## src/sv/top_k_value_tracker_assert.svh

```systemverilog
// Assertion macros for the top-K value tracker.
`ifndef TOP_K_VALUE_TRACKER_ASSERT_SVH
`define TOP_K_VALUE_TRACKER_ASSERT_SVH

// Same-cycle implication, checked on every rising edge outside reset.
`define TKVT_ASSERT_SAME(lbl, ante, cons, msg) \
  lbl: assert property (@(posedge clk) disable iff (!rst_n) (ante) |-> (cons)) \
    else $error(msg);

// Next-cycle implication, checked on every rising edge outside reset.
`define TKVT_ASSERT_NEXT(lbl, ante, cons, msg) \
  lbl: assert property (@(posedge clk) disable iff (!rst_n) (ante) |=> (cons)) \
    else $error(msg);

`endif

```

## src/sv/tkvt_pkg.sv

```systemverilog
// Shared types and constants of the top-K value tracker.
package tkvt_pkg;

  localparam int TKVT_MAX_RANKS = 16;
  localparam int TKVT_TS_W      = 32;
  localparam int TKVT_VAL_W     = 64;
  localparam int TKVT_RANK_W    = 6;
  localparam int TKVT_RK_W      = 7;
  localparam int TKVT_APB_DW    = 32;
  localparam int TKVT_APB_AW    = 2;

  // Register index of ranks_kept.
  localparam logic [TKVT_APB_AW-1:0] TKVT_REG_RANKS_KEPT = 2'd0;

  // Input kinds.
  localparam logic TKVT_KIND_OFFER = 1'b0;
  localparam logic TKVT_KIND_FLUSH = 1'b1;

  typedef struct packed {
    logic [TKVT_TS_W-1:0]  ts;
    logic [TKVT_VAL_W-1:0] val;
  } tkvt_rec_t;

  // Per-cycle command to every cell of the chain.
  typedef struct packed {
    logic ins;    // insert the offered record at its sorted position
    logic shift;  // move every entry one place towards the head
  } tkvt_ctl_t;

  typedef enum logic {
    ST_IDLE,
    ST_DRAIN
  } tkvt_state_t;

endpackage

```

## src/sv/tkvt_cell.sv

```systemverilog
// One cell of the sorted insertion chain: holds a single ranked record.
module tkvt_cell (
  input  logic              clk,
  input  tkvt_pkg::tkvt_ctl_t ctl,
  input  logic              occupied,
  input  logic              left_gt,
  input  tkvt_pkg::tkvt_rec_t left_rec,
  input  tkvt_pkg::tkvt_rec_t right_rec,
  input  tkvt_pkg::tkvt_rec_t new_rec,
  output tkvt_pkg::tkvt_rec_t rec,
  output logic              gt_real,
  output logic              gt_eff
);
  import tkvt_pkg::*;

  tkvt_rec_t rec_r;
  tkvt_rec_t rec_nxt;

  // An empty cell always yields to the incoming record.
  assign gt_real = $signed(new_rec.val) > $signed(rec_r.val);
  assign gt_eff  = !occupied || gt_real;
  assign rec     = rec_r;

  always_comb begin
    rec_nxt = rec_r;
    if (ctl.shift) begin
      rec_nxt = right_rec;
    end else if (ctl.ins && gt_eff) begin
      rec_nxt = left_gt ? left_rec : new_rec;
    end
  end

  always_ff @(posedge clk) begin
    rec_r <= rec_nxt;
  end

endmodule

```

## src/sv/tkvt_chain.sv

```systemverilog
// Row of insertion cells, sorted largest value first from the head.
module tkvt_chain #(
  parameter int DEPTH = tkvt_pkg::TKVT_MAX_RANKS,
  parameter int CNT_W = $clog2(DEPTH + 1)
) (
  input  logic              clk,
  input  tkvt_pkg::tkvt_ctl_t ctl,
  input  logic [CNT_W-1:0]  n_eff,
  input  tkvt_pkg::tkvt_rec_t new_rec,
  output tkvt_pkg::tkvt_rec_t head_rec,
  output logic [DEPTH-1:0]  gt_vec
);
  import tkvt_pkg::*;

  tkvt_rec_t        recs [DEPTH];
  logic [DEPTH-1:0] eff_vec;
  logic [DEPTH-1:0] occ_vec;

  assign head_rec = recs[0];

  for (genvar i = 0; i < DEPTH; i++) begin : g_cell
    tkvt_rec_t left_rec;
    tkvt_rec_t right_rec;
    logic      left_gt;

    assign occ_vec[i] = CNT_W'(i) < n_eff;

    if (i == 0) begin : g_head
      assign left_gt  = 1'b0;
      assign left_rec = new_rec;
    end else begin : g_body
      assign left_gt  = eff_vec[i-1];
      assign left_rec = recs[i-1];
    end

    if (i == DEPTH - 1) begin : g_tail
      assign right_rec = recs[i];
    end else begin : g_inner
      assign right_rec = recs[i+1];
    end

    tkvt_cell u_cell (
      .clk       (clk),
      .ctl       (ctl),
      .occupied  (occ_vec[i]),
      .left_gt   (left_gt),
      .left_rec  (left_rec),
      .right_rec (right_rec),
      .new_rec   (new_rec),
      .rec       (recs[i]),
      .gt_real   (gt_vec[i]),
      .gt_eff    (eff_vec[i])
    );
  end

endmodule

```

## src/sv/top_k_value_tracker.sv

```systemverilog
// Top-K value tracker: keeps the largest records of a stream and reads them out on a flush.
// Offers: one beat per cycle outside a drain, no result; each cell compares and shifts in
// the same cycle. Flush: N result beats (one when empty), one per cycle while out_stall is
// low, through a single output register; no input is taken until the last is loaded.
// Reset (rst_n low, synchronous) empties the store and sets ranks_kept to 16.
// The record cells hold no reset; only the fill count says which entries are live.
module top_k_value_tracker #(
  parameter int MAX_RANKS = tkvt_pkg::TKVT_MAX_RANKS
) (
  input  logic                             clk,
  input  logic                             rst_n,
  // Input channel.
  input  logic                             in_valid,
  output logic                             in_stall,
  input  logic                             in_kind,
  input  logic [tkvt_pkg::TKVT_TS_W-1:0]   in_timestamp,
  input  logic signed [tkvt_pkg::TKVT_VAL_W-1:0] in_value,
  // Result channel.
  output logic                             out_valid,
  input  logic                             out_stall,
  output logic [tkvt_pkg::TKVT_RANK_W-1:0] out_rank,
  output logic [tkvt_pkg::TKVT_TS_W-1:0]   out_timestamp,
  output logic signed [tkvt_pkg::TKVT_VAL_W-1:0] out_value,
  output logic                             out_entry_valid,
  output logic                             out_last,
  // Configuration port.
  input  logic                             psel,
  input  logic                             penable,
  input  logic                             pwrite,
  input  logic [tkvt_pkg::TKVT_APB_AW-1:0] paddr,
  input  logic [tkvt_pkg::TKVT_APB_DW-1:0] pwdata,
  output logic [tkvt_pkg::TKVT_APB_DW-1:0] prdata,
  output logic                             pready
);
  import tkvt_pkg::*;

  localparam int CNT_W = $clog2(MAX_RANKS + 1);
  localparam int IDX_W = (MAX_RANKS > 1) ? $clog2(MAX_RANKS) : 1;

  // ---------------------------------------------------------------------------
  // Configuration register. The only register sits at word address zero, so
  // every write that completes lands in it.
  // ---------------------------------------------------------------------------
  logic [TKVT_RK_W-1:0] ranks_kept_r;
  logic [TKVT_RK_W-1:0] ranks_kept_nxt;
  logic                 cfg_wr;

  assign pready = 1'b1;
  assign cfg_wr = psel && penable && pwrite && pready;
  assign prdata = {{(TKVT_APB_DW - TKVT_RK_W){1'b0}}, ranks_kept_r};

  always_comb begin
    ranks_kept_nxt = ranks_kept_r;
    if (cfg_wr) begin
      ranks_kept_nxt = pwdata[TKVT_RK_W-1:0];
    end
  end

  // ---------------------------------------------------------------------------
  // Effective K: ranks_kept with zero treated as one and anything above the
  // built depth saturated to it.
  // ---------------------------------------------------------------------------
  logic [CNT_W-1:0] k_eff;
  logic [IDX_W-1:0] k_idx;

  always_comb begin
    if (ranks_kept_r == '0) begin
      k_eff = CNT_W'(1);
    end else if (ranks_kept_r > TKVT_RK_W'(MAX_RANKS)) begin
      k_eff = CNT_W'(MAX_RANKS);
    end else begin
      k_eff = CNT_W'(ranks_kept_r);
    end
  end

  assign k_idx = IDX_W'(k_eff - CNT_W'(1));

  // ---------------------------------------------------------------------------
  // Control state.
  // ---------------------------------------------------------------------------
  tkvt_state_t       state_r, state_nxt;
  logic [CNT_W-1:0]  fill_r, fill_nxt;
  logic [CNT_W-1:0]  rem_r, rem_nxt;
  logic [TKVT_RANK_W-1:0] rank_r, rank_nxt;

  logic              in_acc;
  logic              offer_acc;
  logic              flush_acc;
  logic [CNT_W-1:0]  fill_clip;
  logic              full;
  logic [CNT_W-1:0]  n_eff;
  logic              drain_load;
  logic              drain_last;
  tkvt_ctl_t         ctl;
  tkvt_rec_t         new_rec;
  tkvt_rec_t         head_rec;
  logic [MAX_RANKS-1:0] gt_vec;

  // Output register state, declared here as the sequencer looks at it.
  logic                   out_valid_r, out_valid_nxt;
  logic [TKVT_RANK_W-1:0] out_rank_r;
  logic [TKVT_TS_W-1:0]   out_ts_r;
  logic [TKVT_VAL_W-1:0]  out_val_r;
  logic                   out_ev_r;
  logic                   out_last_r;

  assign in_acc    = in_valid && !in_stall;
  assign offer_acc = in_acc && (in_kind == TKVT_KIND_OFFER);
  assign flush_acc = in_acc && (in_kind == TKVT_KIND_FLUSH);

  // A lowered ranks_kept trims the smallest entries at the next beat; since
  // cells beyond the fill count are never read, trimming is just the clamp.
  assign fill_clip = (fill_r > k_eff) ? k_eff : fill_r;
  assign full      = (fill_clip == k_eff);

  // When full, the last kept cell is given up to the new record, so the
  // insertion sees one entry fewer.
  assign n_eff   = full ? (k_eff - CNT_W'(1)) : fill_clip;
  assign new_rec = '{ts: in_timestamp, val: in_value};

  // On a drain, the record beats are counted down; a flush of an empty store
  // enters the drain with nothing left and gives a single invalid beat.
  assign drain_last = (rem_r == CNT_W'(0)) || (rem_r == CNT_W'(1));

  // Next state.
  always_comb begin
    state_nxt = state_r;
    case (state_r)
      ST_IDLE: begin
        if (flush_acc) begin
          state_nxt = ST_DRAIN;
        end
      end
      ST_DRAIN: begin
        if (drain_load && drain_last) begin
          state_nxt = ST_IDLE;
        end
      end
      default: state_nxt = ST_IDLE;
    endcase
  end

  // Outputs of the sequencer.
  always_comb begin
    in_stall   = 1'b1;
    drain_load = 1'b0;
    case (state_r)
      ST_IDLE: begin
        in_stall = 1'b0;
      end
      ST_DRAIN: begin
        drain_load = !out_valid_r || !out_stall;
      end
      default: begin
        in_stall = 1'b1;
      end
    endcase
  end

  // Insert only while there is room, or when the offer beats the smallest
  // kept entry. Equal values do not displace, which keeps arrival order.
  assign ctl.ins   = offer_acc && (!full || gt_vec[k_idx]);
  assign ctl.shift = drain_load && (rem_r != CNT_W'(0));

  always_comb begin
    fill_nxt = fill_r;
    rem_nxt  = rem_r;
    rank_nxt = rank_r;
    if (offer_acc) begin
      fill_nxt = full ? fill_clip : (fill_clip + CNT_W'(1));
    end
    if (flush_acc) begin
      // The chain keeps its contents for the drain; the count is cleared now.
      fill_nxt = '0;
      rem_nxt  = fill_clip;
      rank_nxt = '0;
    end
    if (drain_load) begin
      rank_nxt = rank_r + TKVT_RANK_W'(1);
      if (rem_r != CNT_W'(0)) begin
        rem_nxt = rem_r - CNT_W'(1);
      end
    end
  end

  tkvt_chain #(
    .DEPTH (MAX_RANKS),
    .CNT_W (CNT_W)
  ) u_chain (
    .clk      (clk),
    .ctl      (ctl),
    .n_eff    (n_eff),
    .new_rec  (new_rec),
    .head_rec (head_rec),
    .gt_vec   (gt_vec)
  );

  // ---------------------------------------------------------------------------
  // Output register: holds a result beat while the consumer stalls; the drain waits
  // while a held beat is stalled, and the input side stays stalled until it ends.
  // ---------------------------------------------------------------------------
  always_comb begin
    out_valid_nxt = out_valid_r && out_stall;
    if (drain_load) begin
      out_valid_nxt = 1'b1;
    end
  end

  always_ff @(posedge clk) begin
    if (drain_load) begin
      out_rank_r <= rank_r;
      out_ev_r   <= (rem_r != CNT_W'(0));
      out_last_r <= drain_last;
      out_ts_r   <= (rem_r != CNT_W'(0)) ? head_rec.ts  : '0;
      out_val_r  <= (rem_r != CNT_W'(0)) ? head_rec.val : '0;
    end
  end

  always_ff @(posedge clk) begin
    if (!rst_n) begin
      state_r      <= ST_IDLE;
      fill_r       <= '0;
      rem_r        <= '0;
      rank_r       <= '0;
      ranks_kept_r <= TKVT_RK_W'(16);
      out_valid_r  <= 1'b0;
    end else begin
      state_r      <= state_nxt;
      fill_r       <= fill_nxt;
      rem_r        <= rem_nxt;
      rank_r       <= rank_nxt;
      ranks_kept_r <= ranks_kept_nxt;
      out_valid_r  <= out_valid_nxt;
    end
  end

  assign out_valid       = out_valid_r;
  assign out_rank        = out_rank_r;
  assign out_timestamp   = out_ts_r;
  assign out_value       = $signed(out_val_r);
  assign out_entry_valid = out_ev_r;
  assign out_last        = out_last_r;

  // ---------------------------------------------------------------------------
  // Assertions.
  // ---------------------------------------------------------------------------
`include "top_k_value_tracker_assert.svh"

  `TKVT_ASSERT_NEXT(a_flush_drain, flush_acc, state_r == ST_DRAIN && fill_r == '0, "bad flush")
  `TKVT_ASSERT_NEXT(a_drain_end, drain_load && drain_last, state_r == ST_IDLE, "drain overran")
  `TKVT_ASSERT_SAME(a_empty, out_valid && !out_entry_valid, out_last && ~|out_rank, "bad empty")
  `TKVT_ASSERT_NEXT(a_grow, offer_acc && !full, fill_r == $past(fill_clip) + CNT_W'(1), "no grow")

endmodule

```

## config.mk

```make
export PLATFORM = sky130hd
export DESIGN_NAME = top_k_value_tracker
export DESIGN_NICKNAME = d
export VERILOG_FILES = /design/src/sv/tkvt_pkg.sv /design/src/sv/tkvt_cell.sv /design/src/sv/tkvt_chain.sv /design/src/sv/top_k_value_tracker.sv
export VERILOG_INCLUDE_DIRS = /design/src /design/src/sv
export SDC_FILE = /design/constraint.sdc
export NUM_CORES = 2
export LEC_CHECK = 0
export BUFFER_PORTS_ARGS = -buffer_cell sky130_fd_sc_hd__buf_2
export CAP_MARGIN = 10
export CORE_ASPECT_RATIO = 1.4
export CORE_MARGIN = 1.5
export CORE_UTILIZATION = 65
export CTS_CLUSTER_DIAMETER = 40
export DETAILED_ROUTE_END_ITERATION = 6
export GPL_TIMING_DRIVEN = 0
export PLACE_DENSITY = 0.82
export SETUP_SLACK_MARGIN = 0.3
export SYNTH_ARGS = -nofsm -noshare
export SYNTH_HDL_FRONTEND = slang
export SYNTH_HIERARCHICAL = 1
export SYNTH_SLANG_ARGS = --single-unit
```

## constraint.sdc

```tcl
create_clock -name clk -period 23.5 [get_ports clk]
set_input_delay 3.525 -clock clk [delete_from_list [all_inputs] [get_ports clk]]
set_output_delay 3.525 -clock clk [all_outputs]
set_load 0.01 [all_outputs]
```

After elaboration in Yosys (flattened, before gate mapping)

Index checks and enable logic that the tools add are counted.

Output and inout bits: 139
Register bits: 1,665

Magnitude comparators: 35
Muxes and demuxes: 63
Reductions and logical operators: 84
$add $sub $neg: 4
Bitwise operators: 4
Eq/ne operators: 2

Operators with widths:

| operator                                                                        | count |
|---|---|
| 96-bit 2-to-1 mux                                                               | 45 |
| 64-bit greater-than comparator                                                  | 16 |
| 4-bit by 5-bit less-than comparator with 1-bit output, first input constant     | 8 |
| 5-bit 2-to-1 mux                                                                | 8 |
| 2-bit nonzero test                                                              | 16 |
| 1-bit logical AND                                                               | 25 |
| 3-bit by 5-bit less-than comparator with 1-bit output, first input constant     | 4 |
| 1-bit logical NOT                                                               | 19 |
| 1-bit logical OR                                                                | 19 |
| 6-bit 2-to-1 mux                                                                | 2 |
| 1-bit by 5-bit less-than comparator with 1-bit output, first input constant     | 2 |
| 2-bit by 5-bit less-than comparator with 1-bit output, first input constant     | 2 |
| 5-bit by 1-bit subtractor with 5-bit output, second input constant              | 2 |
| 7-bit by 5-bit greater-than comparator with 1-bit output, second input constant | 1 |
| 7-bit logical NOT                                                               | 1 |
| 6-bit by 1-bit adder with 6-bit output, second input constant                   | 1 |
| 1-bit 2-to-1 mux                                                                | 6 |
| 5-bit by 1-bit adder with 5-bit output, second input constant                   | 1 |
| 5-bit by 1-bit == test with 1-bit output, second input constant                 | 1 |
| 5-bit == test                                                                   | 1 |
| 5-bit greater-than comparator                                                   | 1 |
| 5-bit logical NOT                                                               | 1 |
| 4-bit by 5-bit less-than comparator with 1-bit output, second input constant    | 1 |
| 5-bit nonzero test                                                              | 1 |
| 5 further kinds                                                                 | 8 |

Logic depth before layout (Yosys ltp)

Word-level depth: 13
Depth in mapped cells: 21
Gate-level depth less buffers: 16

Cells and area by module

Netlist, hierarchy kept.

Modules (own cells, without submodules):

| module                                    | area each (sq um) | cells each | instances |
|---|---|---|---|
| tkvt_cell at u_chain.g_cell[0].u_cell ... | 6,495.0           | 656        | 15 |
| tkvt_cell at u_chain.g_cell[15].u_cell    | 6,536.3           | 654        | 1 |
| top_k_value_tracker                       | 5,770.5           | 458        | 1 |
| tkvt_chain                                | 161.4             | 28         | 1 |

Worst setup path after synthesis

Ideal clock, no wire load.

Path kind: input to register
From: input out_stall
To: register u_chain.g_cell[0].u_cell.rec_r, in the netlist u_chain/g_cell[0].u_cell/rec[0] (enable)
Library setup time: 1.142 ns
Path buffers: 1
Cell stages on the path: 8
Path slack: 12.439 ns
Arrival time: 9.919 ns
Path through: nand2_1 -> nand2_1 -> clkinv_1 -> nand2_1 -> inv_1 -> clkbuf_1 -> a21oi_1 -> nand3_1

RTL lines:

| item                   | line                      | source |
|---|---|---|
| start: declaration     | top_k_value_tracker.sv:20 | `input logic out_stall,` |
| end signal: assignment | tkvt_cell.sv:34           | `rec_r <= rec_nxt;` |
| end: declaration       | tkvt_cell.sv:16           | `tkvt_rec_t rec_r;` |

==> summary.md <==
| Metric | Value |
|---|---|
| RSZ-0062 raised after global routing | no |
| Fin Setup TNS | 0 ns |
| Fmax | 105 MHz |
| Die area | 172,000 um2 |
| Worst hold path endpoint | out_rank[5]$_DFFE_PP_ |
| Detail Route Antenna Nets | 0 |
| I/O pins | 277 |
| Post-cts resize count | 0 |
| Status | complete, but fails checks |
| Critical-path top delay cell | buf_2 |
| DRT Wirelength | 358,000 um |
| Violated checks | design-rule violations |
| Worst Setup End Kind | register |
| Post-Syn Area | 110,000 um2 |
| Hold Path Class | reg -> reg |
| R2r startpoint | ranks_kept_r[2]$_SDFFE_PN0P_ |
| Setup violations, final | 0 |
| CP Max Fanout | 52 |
| Worst Reg-to-Reg Cells | 18 |
| Setup WS pre-CTS | 13.51 ns |
| Worst vdd ir | 0.0000977 V |
| Root buf cell | clkbuf_16 |
| Dpl cells | 13,497 |
| Met3 Use GR | 7.47% |
| Critical path depth in cells | 16 |
| Vias in the first global route | 97,247 |
| WS Path Type | in -> reg |
| Skew-Pair Late Insertion Delay | 0.87 ns |
| Hold_buf cts | 0 |
| Mean Syn Cell Area | 10.0 um2 |
| GRT Util Overall | 40.7% |
| Power Density | 117 nW/um2 |
| Initial Util | 65.4% |
| Worst-case clock skew | 0.0367 ns |
| Initial antenna violation count | 17 |
| Met2 Track Usage GR | 69.9% |
| Worst-path clk slew | 0.06 ns |
| Pin count of the biggest net entering global routing | 69 |
| Fin crit period | 9.53 ns |
| HPWL after DPL | 272,000 um |
| Grt ovf | 0 |
| Core footprint | 168,000 um2 |
| Worst path cell trace | buf_2, ha_1, nand4_1, nor4_1, nand3_1, a22o_1, a21oi_1, mux4_2, nand2_1, nand4_1, o21a_2, buf_12, inv_1, or4_1, nand3_4, buf_16 |
| Number of cell rows | 178 |
| Worst R2R End | u_chain/g_cell[1].u_cell/rec[93]$_DFFE_PP_ |
| CP bufs+invs | 4 |
| Final Max Slew Viols | 0 |
| First-pass DRT Iterations | 7 |
| Via-to-Cell Ratio | 6.70 |
| Hold path startpoint | rank_r[5]$_SDFFE_PN0P_ |
| P_leak | 54.6 nW |
| First-pass GRT wire length | 533,000 um |
| TritonCTS Sinks | 1,665 |
| Crit path launch type | input port |
| Hold path cells | 0 |
| Multi-input gate area | 53,900 um2 |
| Clock Tree Buf Depth | 3 |
| Crit path required time | 24.02 ns |
| Final Non-Filler Cells | 13,869 |
| Worst Max-Slew Pin Slew | 1.24 ns |
| Hold WS | 0.469 ns |
| Final Cycle Share | 40.5% |
| Reg area | 49,700 um2 |
| Hold Violations, Final | 0 |
| Input/output buffers | 223 |
| Detail-routed net length per standard cell | 25.8 um |
| Crit path top cell by count | nand4_1 |
| Worst Setup Slack, final | 13.97 ns |
| Routed via count | 92,983 |
| Cell family with most CP delay | simple AND/OR/NAND/NOR gates |
| DR iter-0 viols | 10,988 |
| Max cap viols | 0 |
| M1 GR Usage | 43.9% |
| Reg2Reg Setup Slack | 16.75 ns |
| Ratio of cells with drive above 1 in the final layout | 6.58% |
| TritonCTS clock tree | done |
| Mapped Cells | 10,979 |
| Worst rel slew slack | 17.6% |
| Die Height | 489 um |
| H-tree levels | 4 |
| DRC | 7 |
| Post-CTS Setup Repair Bufs | 0 |
| CP arrival | 10.04 ns |
| CP peak stage delay | 0.79 ns |
| Syn-to-layout area delta | 10.5% |
| GPL Wtd Cong | 0.985 |
| Cts bufs inserted | 197 |
| Nets | 12,618 |
| Gr busiest metal | met2 |
| Fillers | 12,229 |
| Ys Warns | 6 |
| DIE WIDTH | 350 um |
-- where the power goes --
part	leakage (nW)	internal [mW]	total [mW]	switching [mW]
clock network	3.23	1.86	3.22	1.36
logic	35.8	1.99	5.20	3.20
registers	15.6	4.85	5.77	0.928
-- per-stage QoR --
stage / power (mW) / utilization (%) / cell area [um2]
detailed placement: 10.7 / 68.3 / 115000
floorplan: 8.97 / - / 110000
CTS: 14.0 / 72.3 / 121000
finish: 14.2 / 72.3 / 121000
global route: 14.7 / 72.3 / 121000
global placement: 10.5 / 67.8 / 114000
-- how the worst max path moves through the flow --
stage | startpoint | to
floorplan | out_stall | u_chain/g_cell[0].u_cell/rec[0]$_DFFE_PP_
global placement | out_stall | u_chain/g_cell[0].u_cell/rec[92]$_DFFE_PP_
detailed placement | in_value[63] | u_chain/g_cell[13].u_cell/rec[87]$_DFFE_PP_
CTS | in_value[63] | u_chain/g_cell[13].u_cell/rec[92]$_DFFE_PP_
global route | in_value[63] | u_chain/g_cell[14].u_cell/rec[83]$_DFFE_PP_
finish | in_value[63] | u_chain/g_cell[14].u_cell/rec[67]$_DFFE_PP_
-- worst reg2reg max path: cells and delay by family, from the launching register on --
kind / cells / cell delay (ns)
buf+inv: 6 / 2.09
fa+ha+maj: 1 / 0.30
compound gates: 5 / 1.46
simple gates: 4 / 1.31
flops: 1 / 0.47
mux: 2 / 0.86
-- cell type report --
type,count,share of cell area (%)
timing repair buffer,244,1.36
clock buffer,217,4.14
buffer,558,1.91
multi-input combinational,7649,44.4
sequential,1665,41.0
tap,2250,2.32
inverter,1131,3.51
antenna,6,0.0124
clock inverter,149,1.41
-- flip-flops by register name (all words and copies together) (netlist names), 5 cells and up --
signal	count
out_timestamp	32
ranks_kept_r	7
rem_r	5
out_rank	6
u_chain/g_cell.u_cell/rec	1536
fill_r	5
out_value	64
rank_r	6
-- placed cells by master, fill, tap and decap left out, drive strengths merged, types with 34 or more instances in the layout --
cell    count
clkbuf    601
nor2       87
nand4     224
or4        46
inv      1158
buf       418
mux2i    1550
a21oi     387
ha       1034
o211ai     34
edfxtp   1640
a211oi     34
o21ai    1680
nor2b      57
nor4       67
nand2    1791
a221oi     45
and2      101
nand3     136
nor3       55
clkinv     70
-- per-layer routing --
| layer | vias to the layer above | wire length, um |
|---|---|---|
| li1 | 40639 | - |
| met5 | - | 79 |
| met4 | 12 | 30500 |
| met1 | 44330 | 120000 |
| met2 | 5926 | 176000 |
| met3 | 2076 | 31000 |
Note: power is estimated with default switching activity, not from simulation.
